**config.mk**
```make
export PLATFORM = sky130hd
export DESIGN_NAME = cpbq_queue
export DESIGN_NICKNAME = d
export VERILOG_FILES = /design/src/cpbq_pkg.sv /design/src/cpbq_queue.sv
export SDC_FILE = /design/constraint.sdc
export NUM_CORES = 1
export LEC_CHECK = 0
export BUFFER_PORTS_ARGS = -buffer_cell sky130_fd_sc_hd__buf_4
export CELL_PAD_IN_SITES_DETAIL_PLACEMENT = 0
export CELL_PAD_IN_SITES_GLOBAL_PLACEMENT = 2
export CORE_ASPECT_RATIO = 1.75
export CORE_MARGIN = 2
export CORE_UTILIZATION = 47
export DETAILED_ROUTE_END_ITERATION = 8
export MAX_ROUTING_LAYER = met4
export PLACE_DENSITY_LB_ADDON = 0.1
export SLEW_MARGIN = 20
export SYNTH_ARGS = -nofsm -noshare
export SYNTH_HDL_FRONTEND = slang
export SYNTH_SLANG_ARGS = --single-unit
```
**constraint.sdc**
```tcl
create_clock -name clk -period 5.8 [get_ports clk]
set_clock_uncertainty 0.2 [all_clocks]
set_input_delay 1.45 -clock clk [delete_from_list [all_inputs] [get_ports clk]]
set_output_delay 1.45 -clock clk [all_outputs]
set_load 0.05 [all_outputs]
```
**src/cpbq_pkg.sv**
```systemverilog
// Package of the peak quantifier: sizes, command and config types, states, helpers.
// Depends on nothing.
package cpbq_pkg;

  localparam int CURVE_LENGTH = 1024;
  localparam int LOW_EDGE     = 8;
  localparam int HIGH_EDGE    = 1016;

  localparam int IDX_W  = $clog2(CURVE_LENGTH);
  localparam int SCAN_W = 13;
  localparam int S_W    = 14;
  localparam int ACC_W  = 40;
  localparam int DIVN_W = $clog2(ACC_W + 1);
  localparam int SMP_W  = 19;
  localparam int POS_W  = 10;
  localparam int AVG_W  = 27;
  localparam int EN_W   = 37;
  localparam int NUM_PEAKS = 6;
  localparam int Q_DEPTH = 4;
  localparam int Q_PTR_W = $clog2(Q_DEPTH);

  localparam logic [EN_W-1:0] AREA_DEFAULT   = EN_W'(10 << 8);
  localparam logic [EN_W-1:0] HEIGHT_DEFAULT = EN_W'(1 << 8);

  typedef enum logic [2:0] {
    REG_BASELINE_MODE    = 3'd0,
    REG_BASE_START       = 3'd1,
    REG_BASE_STOP        = 3'd2,
    REG_BASE_WINDOW      = 3'd3,
    REG_SEARCH_WINDOW    = 3'd4,
    REG_INTEGRATE_WINDOW = 3'd5,
    REG_PEAK_POSITIONS   = 3'd6,
    REG_PEAK_MODES       = 3'd7
  } cfg_reg_e;

  typedef struct packed {
    logic        baseline_mode;
    logic [9:0]  base_start;
    logic [9:0]  base_stop;
    logic [9:0]  base_window;
    logic [9:0]  search_window;
    logic [9:0]  integrate_window;
    logic [59:0] peak_positions;
    logic [11:0] peak_modes;
  } cfg_t;

  typedef struct packed {
    logic             wr;
    logic [IDX_W-1:0] addr;
    logic [SMP_W-1:0] data;
    logic             start;
  } cmd_t;

  typedef enum logic [3:0] {
    ST_IDLE,
    ST_BL_SCAN,
    ST_AVG_SCAN,
    ST_DIV,
    ST_PK_SETUP,
    ST_PK_MAX,
    ST_PK_RD,
    ST_PK_EN,
    ST_PK_OUT
  } eng_state_e;

  function automatic logic signed [S_W-1:0] clip_lo(input logic signed [S_W-1:0] v);
    return (v < S_W'(LOW_EDGE)) ? S_W'(LOW_EDGE) : v;
  endfunction

  function automatic logic signed [S_W-1:0] clip_hi(input logic signed [S_W-1:0] v);
    return (v > S_W'(HIGH_EDGE)) ? S_W'(HIGH_EDGE) : v;
  endfunction

  function automatic logic valid_pos(input logic signed [S_W-1:0] p);
    return (p > S_W'(LOW_EDGE)) && (p < S_W'(HIGH_EDGE));
  endfunction

endpackage

```
**src/cpbq_queue.sv**
```systemverilog
// Short command queue between the front end and the analysis engine.
// Depends on cpbq_pkg.
module cpbq_queue
  import cpbq_pkg::*;
(
  input  logic clk,
  input  logic rst_n,
  input  logic push_valid,
  output logic push_ready,
  input  cmd_t push_cmd,
  output logic pop_valid,
  input  logic pop_ready,
  output cmd_t pop_cmd
);

  cmd_t               slots_r [Q_DEPTH];
  logic [Q_PTR_W-1:0] wr_ptr_r, rd_ptr_r;
  logic [Q_PTR_W:0]   count_r;
  logic               do_push, do_pop;

  assign push_ready = count_r != (Q_PTR_W + 1)'(Q_DEPTH);
  assign pop_valid  = count_r != '0;
  assign pop_cmd    = slots_r[rd_ptr_r];
  assign do_push    = push_valid && push_ready;
  assign do_pop     = pop_valid && pop_ready;

  always_ff @(posedge clk) begin
    if (do_push) begin
      slots_r[wr_ptr_r] <= push_cmd;
    end
  end

  always_ff @(posedge clk) begin
    if (!rst_n) begin
      wr_ptr_r <= '0;
      rd_ptr_r <= '0;
      count_r  <= '0;
    end else begin
      if (do_push) begin
        wr_ptr_r <= wr_ptr_r + 1'b1;
      end
      if (do_pop) begin
        rd_ptr_r <= rd_ptr_r + 1'b1;
      end
      count_r <= count_r + (Q_PTR_W + 1)'(do_push) - (Q_PTR_W + 1)'(do_pop);
    end
  end

endmodule

```
==> impl_metrics.env <==
export IMPL_synth_main_ff_cell="edfxtp_1"
export IMPL_die_h_um=139.8
export IMPL_die_w_um=81.62
export IMPL_cts_buffers=17
export IMPL_synth_top_area_share=0.7515
export IMPL_first_pass_iters=4
export IMPL_endpoint_kind="output pin"
export IMPL_grt_max_degree=32
export IMPL_grtUsageTotal=0.1659
export IMPL_place_hpwl_mm=5.009
export IMPL_syn_area_per_cell_um2=23.71
export IMPL_cts_tree="yes"
export IMPL_area_delta_synth_final_pct=24.60
export IMPL_die_area_um2=11410
export IMPL_synth_cell_types=20
export IMPL_internal_power_mw=2.213
export IMPL_rows=49
export IMPL_grt_pass1_wl_mm=12.85
export IMPL_clock_sinks=133
export IMPL_start_kind="register"
export IMPL_slew_violations=0
export IMPL_cts_root_buffer_cell="clkbuf_16"
export IMPL_async_flop_share=0
export IMPL_via_per_inst=5.308
export IMPL_clkPwrFrac=0.331
export IMPL_hold_viol=0
export IMPL_gp_congestion=0.6852
export IMPL_synthCells=209
export IMPL_synth_seq_cells=133
export IMPL_clk_latency_ns=0.40
export IMPL_netSwitchingFraction=0.3120
export IMPL_dr_first_iter_drc_count=66
export IMPL_ctsHoldBuffers=0
export IMPL_port_buffers=67
export IMPL_clkTransAtPathRegs_ns=0.05
export IMPL_ys_warn_count=0
export IMPL_fin_crit_sh=0.6825
export IMPL_synth_edf_count=124
export IMPL_crit_type="reg2out"
export IMPL_h_tree_depth=4
export IMPL_post_cts_resized=0
export IMPL_fillers=770
export IMPL_fin_setup_tns_ns=0
export IMPL_detail_route_antenna_nets=0
export IMPL_clockBufferDepth=2
export IMPL_routed_wirelength_mm=8.326
export IMPL_holdWs_ns=0.2970
export IMPL_maxSlewHeadroom=0.4151
export IMPL_net_switching_power_mw=1.003
export IMPL_grt_overflow=0
export IMPL_fin_crit_ns=3.959
export IMPL_cp_max_fo=16
export IMPL_post_synth_top_count_cell="edfxtp_1"
export IMPL_nNetsFinal=331
export IMPL_synthesis_nets=251
export IMPL_cp_arrival_ns=2.31
export IMPL_hp_class="reg2reg"
export IMPL_seqCellArea_um2=3906
export IMPL_cts_setup_buffers=0
export IMPL_ys_seq_area_frac=0.7879
export IMPL_cp_data_required_time_ns=4.15
export IMPL_initial_core_util=0.4810
export IMPL_drive_gt1_frac=0.4338
export IMPL_cap_violations=0
export IMPL_comb_power_share=0.281
export IMPL_wl_per_cell_um=19.41
export IMPL_synthTopCellsByCount="edfxtp_1 (124), mux4_2 (30), dfxtp_1 (9), and2_1 (7), ha_1 (6)"
export IMPL_drc_errors=0
export IMPL_vdd_drop_max_mv=0.3050
export IMPL_antenna_found_initial=0
export IMPL_setup_viol=0
export IMPL_max_freq_ghz=0.2526
export IMPL_power_frac_seq=0.388
export IMPL_worst_slew_pin_slew_ns=0.8774
export IMPL_synth_top_area_cell="edfxtp_1"
export IMPL_multi_input_area_um2=984.7
export IMPL_grt_pass1_vias=2488
export IMPL_ios=68
export IMPL_antenna_cells=0
export IMPL_vias=2277
export IMPL_synthesis_area_um2=4955
export IMPL_rsz0062_at_grt="false"
export IMPL_synth_area_leaders="edfxtp_1 (75%), mux4_2 (14%), dfxtp_1 (3.6%)"
export IMPL_status="finished clean"
export IMPL_powerDensity_nw_per_um2=520.9
export IMPL_core_area_um2=10300
export IMPL_leakage_nw=2.129
## power by group through the flow
stage / Clock [mW] / Combinational (mW) / Sequential [mW]
after CTS: 1.08 / 0.922 / 1.25
after global placement: 0 / 0.918 / 1.27
after detailed placement: 0 / 0.920 / 1.27
after floorplan: 0 / 0.714 / 1.22
final: 1.06 / 0.903 / 1.25
after global routing: 1.12 / 0.954 / 1.26
## kinds of logic (layout without fill, tap and decap cells)
logic type	after synthesis	count (layout)	share of synthesized area
DFF	133	133	0.7879
muxes	33	33	0.1457
and+or+nand+nor	17	17	0.01843
buffers and inverters	12	105	0.01439
adders and majority gates	7	7	0.01919
xor gates and xnor gates	4	4	0.007070
AOI/OAI and AO/OA	3	3	0.007324
## cell type report
cell class                      count  share of cell area
Timing Repair Buffer               68             0.08269
Clock inverter                     14             0.02675
Tap cell                          127             0.02574
Inverter                            5            0.003040
Sequential cell                   133              0.6328
Multi-Input combinational cell     64              0.1595
Clock buffer                       18             0.06952
## worst max-delay path: stages (launching register included)
cell and delay, ns:
dfxtp_2 0.69, buf_4 0.44, mux4_2 0.57, buf_4 0.21
## metrics by stage
step | cells | power, mW | utilization | cell area [um2] | setup WS, ns
final | 429 | 3.216 | 0.5994 | 6173 | 1.841
after floorplan | 209 | 1.934 | - | 4955 | 2.461
after detailed placement | 397 | 2.194 | 0.5417 | 5579 | 2.161
after global routing | 429 | 3.335 | 0.5994 | 6173 | 1.663
after global placement | 397 | 2.187 | 0.5417 | 5579 | 2.151
after CTS | 429 | 3.255 | 0.5994 | 6173 | 1.730
## placed cells by master (no fill, tap or decap), types with 2 or more instances in the layout
cell	count
edfxtp_1	124
buf_4	68
mux4_2	30
clkbuf_16	17
dfxtp_1	7
ha_1	6
clkinv_1	6
inv_1	5
nand2_1	5
and2_2	4
xnor2_1	4
bufinv_16	4
and2_1	3
nor2b_1	3
clkinv_2	3
mux2i_1	2
dfxtp_2	2
## registers in the layout, summed over array words and instances (netlist names), named ones only
name      count
wr_ptr_r      2
rd_ptr_r      2
count_r       3
slots_r     124
## routing by layer
metal  up-vias  track usage  wire [um]
li1       1020            -          -
met1      1182       0.1782       3256
met2        66       0.2796       4564
met3         9      0.05772        396
met4         0      0.05789        109
met5         -            -          0
## final timing paths
| path | from | to | slack, ns | cells past startpoint |
|---|---|---|---|---|
| worst max-delay path | register | pop_cmd[16] | 1.84 | 3 |
| worst min-delay path | wr_ptr_r[0]$_SDFFE_PN0P_ | wr_ptr_r[0]$_SDFFE_PN0P_ | 0.30 | 2 |
| worst min register to register | wr_ptr_r[0]$_SDFFE_PN0P_ | wr_ptr_r[0]$_SDFFE_PN0P_ | 0.30 | 2 |
| worst max register to register | count_r[1]$_SDFF_PN0_ | count_r[2]$_SDFF_PN0_ | 3.20 | 11 |
No activity file was read; power rests on OpenSTA's default activity.
