<file path="src/cpbq_pkg.sv">
// Package of the peak quantifier: sizes, command and config types, states, helpers.
// Depends on nothing.
package cpbq_pkg;

  localparam int CURVE_LENGTH = 1024;
  localparam int LOW_EDGE     = 8;
  localparam int HIGH_EDGE    = 1016;

  localparam int IDX_W  = $clog2(CURVE_LENGTH);
  localparam int SCAN_W = 13;
  localparam int S_W    = 14;
  localparam int ACC_W  = 40;
  localparam int DIVN_W = $clog2(ACC_W + 1);
  localparam int SMP_W  = 19;
  localparam int POS_W  = 10;
  localparam int AVG_W  = 27;
  localparam int EN_W   = 37;
  localparam int NUM_PEAKS = 6;
  localparam int Q_DEPTH = 4;
  localparam int Q_PTR_W = $clog2(Q_DEPTH);

  localparam logic [EN_W-1:0] AREA_DEFAULT   = EN_W'(10 << 8);
  localparam logic [EN_W-1:0] HEIGHT_DEFAULT = EN_W'(1 << 8);

  typedef enum logic [2:0] {
    REG_BASELINE_MODE    = 3'd0,
    REG_BASE_START       = 3'd1,
    REG_BASE_STOP        = 3'd2,
    REG_BASE_WINDOW      = 3'd3,
    REG_SEARCH_WINDOW    = 3'd4,
    REG_INTEGRATE_WINDOW = 3'd5,
    REG_PEAK_POSITIONS   = 3'd6,
    REG_PEAK_MODES       = 3'd7
  } cfg_reg_e;

  typedef struct packed {
    logic        baseline_mode;
    logic [9:0]  base_start;
    logic [9:0]  base_stop;
    logic [9:0]  base_window;
    logic [9:0]  search_window;
    logic [9:0]  integrate_window;
    logic [59:0] peak_positions;
    logic [11:0] peak_modes;
  } cfg_t;

  typedef struct packed {
    logic             wr;
    logic [IDX_W-1:0] addr;
    logic [SMP_W-1:0] data;
    logic             start;
  } cmd_t;

  typedef enum logic [3:0] {
    ST_IDLE,
    ST_BL_SCAN,
    ST_AVG_SCAN,
    ST_DIV,
    ST_PK_SETUP,
    ST_PK_MAX,
    ST_PK_RD,
    ST_PK_EN,
    ST_PK_OUT
  } eng_state_e;

  function automatic logic signed [S_W-1:0] clip_lo(input logic signed [S_W-1:0] v);
    return (v < S_W'(LOW_EDGE)) ? S_W'(LOW_EDGE) : v;
  endfunction

  function automatic logic signed [S_W-1:0] clip_hi(input logic signed [S_W-1:0] v);
    return (v > S_W'(HIGH_EDGE)) ? S_W'(HIGH_EDGE) : v;
  endfunction

  function automatic logic valid_pos(input logic signed [S_W-1:0] p);
    return (p > S_W'(LOW_EDGE)) && (p < S_W'(HIGH_EDGE));
  endfunction

endpackage

</file>
<file path="src/cpbq_front.sv">
// Front end: tracks the load count and turns each input item into a queue command.
// Depends on cpbq_pkg.
module cpbq_front
  import cpbq_pkg::*;
(
  input  logic             clk,
  input  logic             rst_n,
  input  logic             item_valid,
  input  logic [SMP_W-1:0] item_sample,
  input  logic             item_last,
  output logic             item_ready,
  output logic             push_valid,
  input  logic             push_ready,
  output cmd_t             push_cmd
);

  logic [IDX_W:0] load_count_r;
  logic [IDX_W:0] load_count_nxt;
  logic           room;

  assign room       = load_count_r < (IDX_W + 1)'(CURVE_LENGTH);
  assign item_ready = push_ready;
  assign push_valid = item_valid;

  always_comb begin
    push_cmd.wr    = room;
    push_cmd.addr  = load_count_r[IDX_W-1:0];
    push_cmd.data  = item_sample;
    push_cmd.start = item_last;
  end

  always_comb begin
    load_count_nxt = load_count_r;
    if (item_valid && push_ready) begin
      if (item_last) begin
        load_count_nxt = '0;
      end else if (room) begin
        load_count_nxt = load_count_r + 1'b1;
      end
    end
  end

  always_ff @(posedge clk) begin
    if (!rst_n) begin
      load_count_r <= '0;
    end else begin
      load_count_r <= load_count_nxt;
    end
  end

endmodule

</file>
<file path="config.mk">
export PLATFORM = sky130hd
export DESIGN_NAME = cpbq_front
export DESIGN_NICKNAME = d
export VERILOG_FILES = /design/src/cpbq_pkg.sv /design/src/cpbq_front.sv
export SDC_FILE = /design/constraint.sdc
export NUM_CORES = 1
export LEC_CHECK = 0
export BUFFER_PORTS_ARGS = -buffer_cell sky130_fd_sc_hd__buf_4
export CORE_MARGIN = 2
export CORE_UTILIZATION = 40
export CTS_CLUSTER_SIZE = 20
export DETAILED_ROUTE_END_ITERATION = 6
export PLACE_DENSITY = 0.79
export SETUP_SLACK_MARGIN = 0.3
export SLEW_MARGIN = 5
export SYNTH_ARGS = -nofsm -noshare
export SYNTH_HDL_FRONTEND = slang
export SYNTH_SLANG_ARGS = --single-unit
</file>
<file path="constraint.sdc">
create_clock -name clk -period 1.7 [get_ports clk]
set_input_delay 0.085 -clock clk [delete_from_list [all_inputs] [get_ports clk]]
set_output_delay 0.085 -clock clk [all_outputs]
set_load 0.02 [all_outputs]
</file>
==> reports/metrics.yaml, run 1 <==
period_share_pct: 73.9
reg2regPathDepth: 4
clk_latency_ns: 0.27
fp.dieW_microns: 48.4
die_h_microns: 48.4
path_max_fanout: 5
crit_chain: "and3_4 -> nand4_4 -> or3_1 -> a21oi_1"
routed_via_density: 4.78
coreArea_sq_um: 1900
dpl-instance-area_sq_um: 709
relSlewSlack_pct: 80.4
n_fill_cell: 190
cp-end-kind: "register"
hold_path_class: "input port to register"
final_area_sq_um: 741
vias: 526
fin_cells: 110
cts_tree: "yes"
final-setup-viol-count: 0
syn_nets: 119
ys_ff_latch: 11
final.setup.tns_ns: 0
antenna_cells: 0
initial_core_util_pct: 41.4
layout_min_cycle_time_ns: 1.26
pre_cts_ws_ns: 0.368
die_area_sq_um: 2340
grt_pass1_wl_mm: 2.15
yosys_most_used_dff: "dfxtp_1"
cp.arrival_ns: 1.46
synth_top_area_share_pct: 31.4
hold_violations: 0
largest_reg_flops: 11
antenna_found_initial: 0
crit_required_ns: 1.90
area_growth_syn_to_layout_pct: -6.03
place.gp.congestion: 0.804
ys_seq_area_share_pct: 27.9
h-tree-depth: 1
hold-path-cell-count: 2
netlist_top_cells_area: "buf_4 31%, dfxtp_1 28%, xor2_1 5.6%"
cp_slowest_stage_delay_ns: 0.38
crit_path_top_delay_cell: "dfxtp_1"
row_count: 16
cts_sinks: 11
drive_gt1_share_pct: 37.3
postCtsSetupRepairBufs: 0
grtUsageTotal_pct: 11.8
crit_type: "register to register"
start_kind: "register"
synthTopCellsByCount: "33 x buf_4, 11 x dfxtp_1, 8 x nor2_1"
synth.avg_cell_area_sq_um: 8.39
drv_slew: 0
reg_top3: "load_count_r (11)"
routed_wl_mm: 1.23
remaining_drc_errors: 0
cts_buffers: 3
dp_hpwl_microns: 939
grt-ovfl-total: 0
netlist_area_sq_um: 788
first_iter_violations: 12
dr.pass1.iters: 4
grt_setup_unrepaired: "false"
skew_ns: 0.00523
grt_max_degree: 11
worst_slack_ns: 0.443
p_leak_nw: 0.286
status: "finished, final reports clean"
wire_per_inst_microns: 11.2
postSynthCellCount: 94
drv_cap: 0
antenna_left: 0
synth_edf_count: 0
yosysUniqueCellTypes: 24
grt_pass1_vias: 492
max_freq_mhz: 796
yosysWarnings: 0
pwr_density_cell_nw_per_um2: 653
synth_top_cell_by_area: "buf_4"
clk_pin_slew_ns: 0.07
final_util_pct: 38.9
io_buffers: 18
regMostFlops: "load_count_r"
ir_drop_uv: 291
synthMostInstantiatedCell: "buf_4"
async_flop_share_pct: 0
tightest_slew_ns: 0.294
clockRootBuffer: "clkbuf_4"
cts_max_path_buffers: 2
final_net_count: 109
dp.cells: 106
boundaryPins: 57
per-stage QoR:
step | hold WS, ns | power (mW)
final | 0.0513 | 0.484
after global routing | 0.0492 | 0.517
after CTS | 0.0453 | 0.496
after detailed placement | 0.170 | 0.314
after global placement | 0.170 | 0.314
after floorplan | 0.213 | 0.366
power breakdown:
part	switching [mW]	internal (mW)
clock	0.0844	0.0909
sequential	0.00249	0.260
combinational	0.0252	0.0208
cells in the final DEF, fill, tap and decap left out, drive strengths merged, types with 2 or more instances in the layout:
cell | netlist | layout
buf | 33 | 19
dfxtp | 11 | 11
nor2 | 8 | 8
nand4 | 6 | 6
xor2 | 5 | 5
nand2 | 4 | 4
a21oi | 4 | 4
o21ai | 4 | 4
clkbuf | 1 | 4
or3 | 3 | 3
and2 | 3 | 3
inv | 2 | 2
nand3 | 2 | 2
repair_timing:
action / CTS / global route
resized for setup: 0 / 3
setup endpoints to repair: 0 / 3
hold buffers: 0 / 0
worst max-delay path: cells and delay by family (launching register included):
family	cells	cell delay, ns
AND/OR/NAND/NOR	3	0.69
flip-flops	1	0.38
AO/OA/AOI/OAI	1	0.14
layout make-up:
cell class / instances / area, sq um / area share (%)
Multi-Input combinational cell: 47 / 308 / 41.6
Sequential cell: 11 / 223 / 30.1
Timing Repair Buffer: 19 / 143 / 19.3
Tap cell: 27 / 33.8 / 4.56
Clock buffer: 4 / 26.3 / 3.55
Inverter: 2 / 7.51 / 1.01
per-layer routing:
metal,up-vias,global-route usage (%),part of all wire (%)
met3,0,9.57,12
met1,238,12.3,41
met5,-,0,0
met4,0,2.86,0
li1,261,-,-
met2,27,18.3,47
logic make-up (layout without fill, tap and decap cells):
group | after synthesis | in the layout | share of synthesized area (%)
AOI/OAI and AO/OA | 9 | 9 | 6.19
xor gates and xnor gates | 6 | 6 | 6.67
adders and majority gates | 1 | 1 | 1.59
buffers and inverters | 36 | 25 | 33.3
DFF | 11 | 11 | 27.9
and+or+nand+nor | 31 | 31 | 24.3
path summary, 6_finish.rpt:
kind / from / end / slack (ns)
worst min register to register: load_count_r[9] / load_count_r[9] / 0.51
worst max-delay path: load_count_r[4] / load_count_r[7] / 0.44
worst max register to register: load_count_r[4] / load_count_r[7] / 0.44
worst min-delay path: rst_n / load_count_r[1] / 0.05
No activity file was read; power rests on OpenSTA's default activity.
==> inputs of run 2 (changes only) <==
- clock period: 1.7 -> 1.2 ns (I/O delays scaled with it)
==> run 2 against run 1 <==
Against the previous run:
- the flow now finishes with violations (setup timing)
- clock power is 50% higher
- maximum frequency rose by 3.7%
- register-to-register slack worse by 0.46 ns
- via count is 13% higher
- global-route usage rose by 1.6 points
- cell count rose by 12%
- combinational power rose by 84%
- count of clock-buffer cells in the layout is the same
- first-iteration DRC count shrank 58%
- sequential share of layout area is 5.0 points lower
- critical endpoint unchanged
- highest routed layer is now met4
==> reports/metrics.yaml, run 2 (same netlist as run 1, synthesis figures left out) <==
status: "complete, but fails checks"  # was finished, final reports clean
violations: "setup timing"
grt_setup_unrepaired: "true"  # was false
cp.arrival_ns: 1.43  # was 1.46 ns
largest_reg_flops: 11  # unchanged
grt-ovfl-total: 0  # unchanged
remaining_drc_errors: 0  # unchanged
hold_path_class: "input port to register"  # unchanged
relSlewSlack_pct: 83.1  # was 80.4%
drv_cap: 0  # unchanged
crit_type: "register to register"  # unchanged
crit_required_ns: 1.41  # was 1.90 ns
vias: 592  # was 526
pwr_density_cell_nw_per_um2: 761  # was 653 nW/um^2
final-setup-viol-count: 2  # was 0
antenna_left: 0  # unchanged
wire_per_inst_microns: 12.7  # was 11.2 microns
grt_pass1_wl_mm: 2.43  # was 2.15 mm
cts_sinks: 11  # unchanged
first_iter_violations: 5  # was 12
final_cell_mix: "19 x buf_4, 13 x buf_6, 7 x nor2_1, 7 x dfxtp_2"  # was 19 x buf_4, 9 x dfxtp_1, 8 x nor2_1
grt_max_degree: 11  # unchanged
regMostFlops: "load_count_r"  # unchanged
cp-end-kind: "register"  # unchanged
period_share_pct: 101  # was 73.9%
dp_hpwl_mm: 1.06  # was 939 microns
place.gp.congestion: 0.747  # was 0.804
finalPower_mw: 0.718  # was 0.484 mW
drive_gt1_share_pct: 60.4  # was 37.3%
boundaryPins: 57  # unchanged
routed_wl_mm: 1.56  # was 1.23 mm
grt_pass1_vias: 571  # was 492
final_area_sq_um: 943  # was 741 sq um
max_freq_mhz: 825  # was 796 MHz
skew_ns: 0.00480  # was 0.00523 ns
reg_top3: "load_count_r (11)"  # unchanged
path_max_fanout: 5  # unchanged
grtUsageTotal_pct: 13.4  # was 11.8%
die_h_microns: 48.4  # unchanged
p_leak_nw: 0.366  # was 0.286 nW
dpl-instance-area_sq_um: 788  # was 709 sq um
coreArea_sq_um: 1900  # unchanged
n_fill_cell: 178  # was 190
row_count: 16  # unchanged
dp.cells: 113  # was 106
final_net_count: 122  # was 109
antenna_found_initial: 0  # unchanged
cts_buffers: 3  # unchanged
cts_max_path_buffers: 2  # unchanged
cts_tree: "yes"  # unchanged
clk_latency_ns: 0.28  # was 0.27 ns
fin_cells: 123  # was 110
dr.pass1.iters: 3  # was 4
clk_pin_slew_ns: 0.07  # about the same
io_buffers: 18  # unchanged
hold_violations: 0  # unchanged
final.setup.tns_ns: -0.0241  # was 0 ns
die_area_sq_um: 2340  # unchanged
drv_slew: 0  # unchanged
layout_min_cycle_time_ns: 1.21  # was 1.26 ns
worst_slack_ns: -0.0128  # was 0.443 ns
fp.dieW_microns: 48.4  # unchanged
layout_commonest_cell: "buf_4"  # unchanged
routed_via_density: 4.81  # was 4.78
antenna_cells: 0  # unchanged
start_kind: "register"  # unchanged
seq_area_sq_um: 236  # was 223 sq um
area_growth_syn_to_layout_pct: 19.7  # was -6.03%
initial_core_util_pct: 41.4  # unchanged
postCtsHoldBufs: 0  # unchanged
ir_drop_uv: 336  # was 291 uV
h-tree-depth: 1  # unchanged
multi_input_area_sq_um: 350  # was 308 sq um
tightest_slew_ns: 0.253  # was 0.294 ns
clockRootBuffer: "clkbuf_4"  # unchanged
==> run 2: power by group <==
part | switching (mW) | internal, mW
Clock | 0.134 | 0.129
Combinational | 0.0433 | 0.0414
Sequential | 0.00496 | 0.366
==> run 2: cell type report <==
class,count,area share (%)
repair buffers,32,30.6
inverters,2,0.796
well taps,27,3.58
multi-input cells,47,37.1
flip-flops and latches,11,25.1
clock buffers,4,2.79
==> run 2: worst paths after layout <==
| check | depth (start not counted) | slack (ns) | endpoint | start |
|---|---|---|---|---|
| worst max-delay path | 4 | -0.01 | load_count_r[7] | load_count_r[3] |
| worst min-delay path | 2 | 0.00007 | load_count_r[1] | rst_n |
| worst max register to register | 4 | -0.01 | load_count_r[7] | load_count_r[3] |
| worst min register to register | 2 | 0.52 | load_count_r[8] | load_count_r[8] |
==> run 2: metal layers <==
layer	GRT usage (%)	vias to the layer above	wire [microns]
li1	-	286	-
met1	12.5	276	570
met2	24.5	21	852
met3	3.70	9	88
met4	10.5	0	50
met5	0	-	0
==> run 2: worst max-delay path, stage by stage (launching register included) <==
cell	delay [ns]
dfxtp_2	0.35
and3_4	0.21
nand4_4	0.12
or3_1	0.35
a21oi_2	0.12
==> run 2: repair_timing <==
item,4_1_cts,5_1_grt
buffers inserted,5,1
pin swaps,6,3
resized for setup,14,11
setup endpoints to repair,16,19
==> run 2: per-stage QoR <==
step | hold slack (ns) | worst slack [ns] | utilization [%]
after floorplan | 0.188 | 0.0559 | -
after global placement | 0.120 | 0.0414 | 41.4
after detailed placement | 0.120 | -0.00175 | 41.4
after CTS | 0.0000852 | 0.00125 | 46.9
after global routing | -0.000453 | -0.0797 | 49.6
final | 0.0000684 | -0.0128 | 49.6
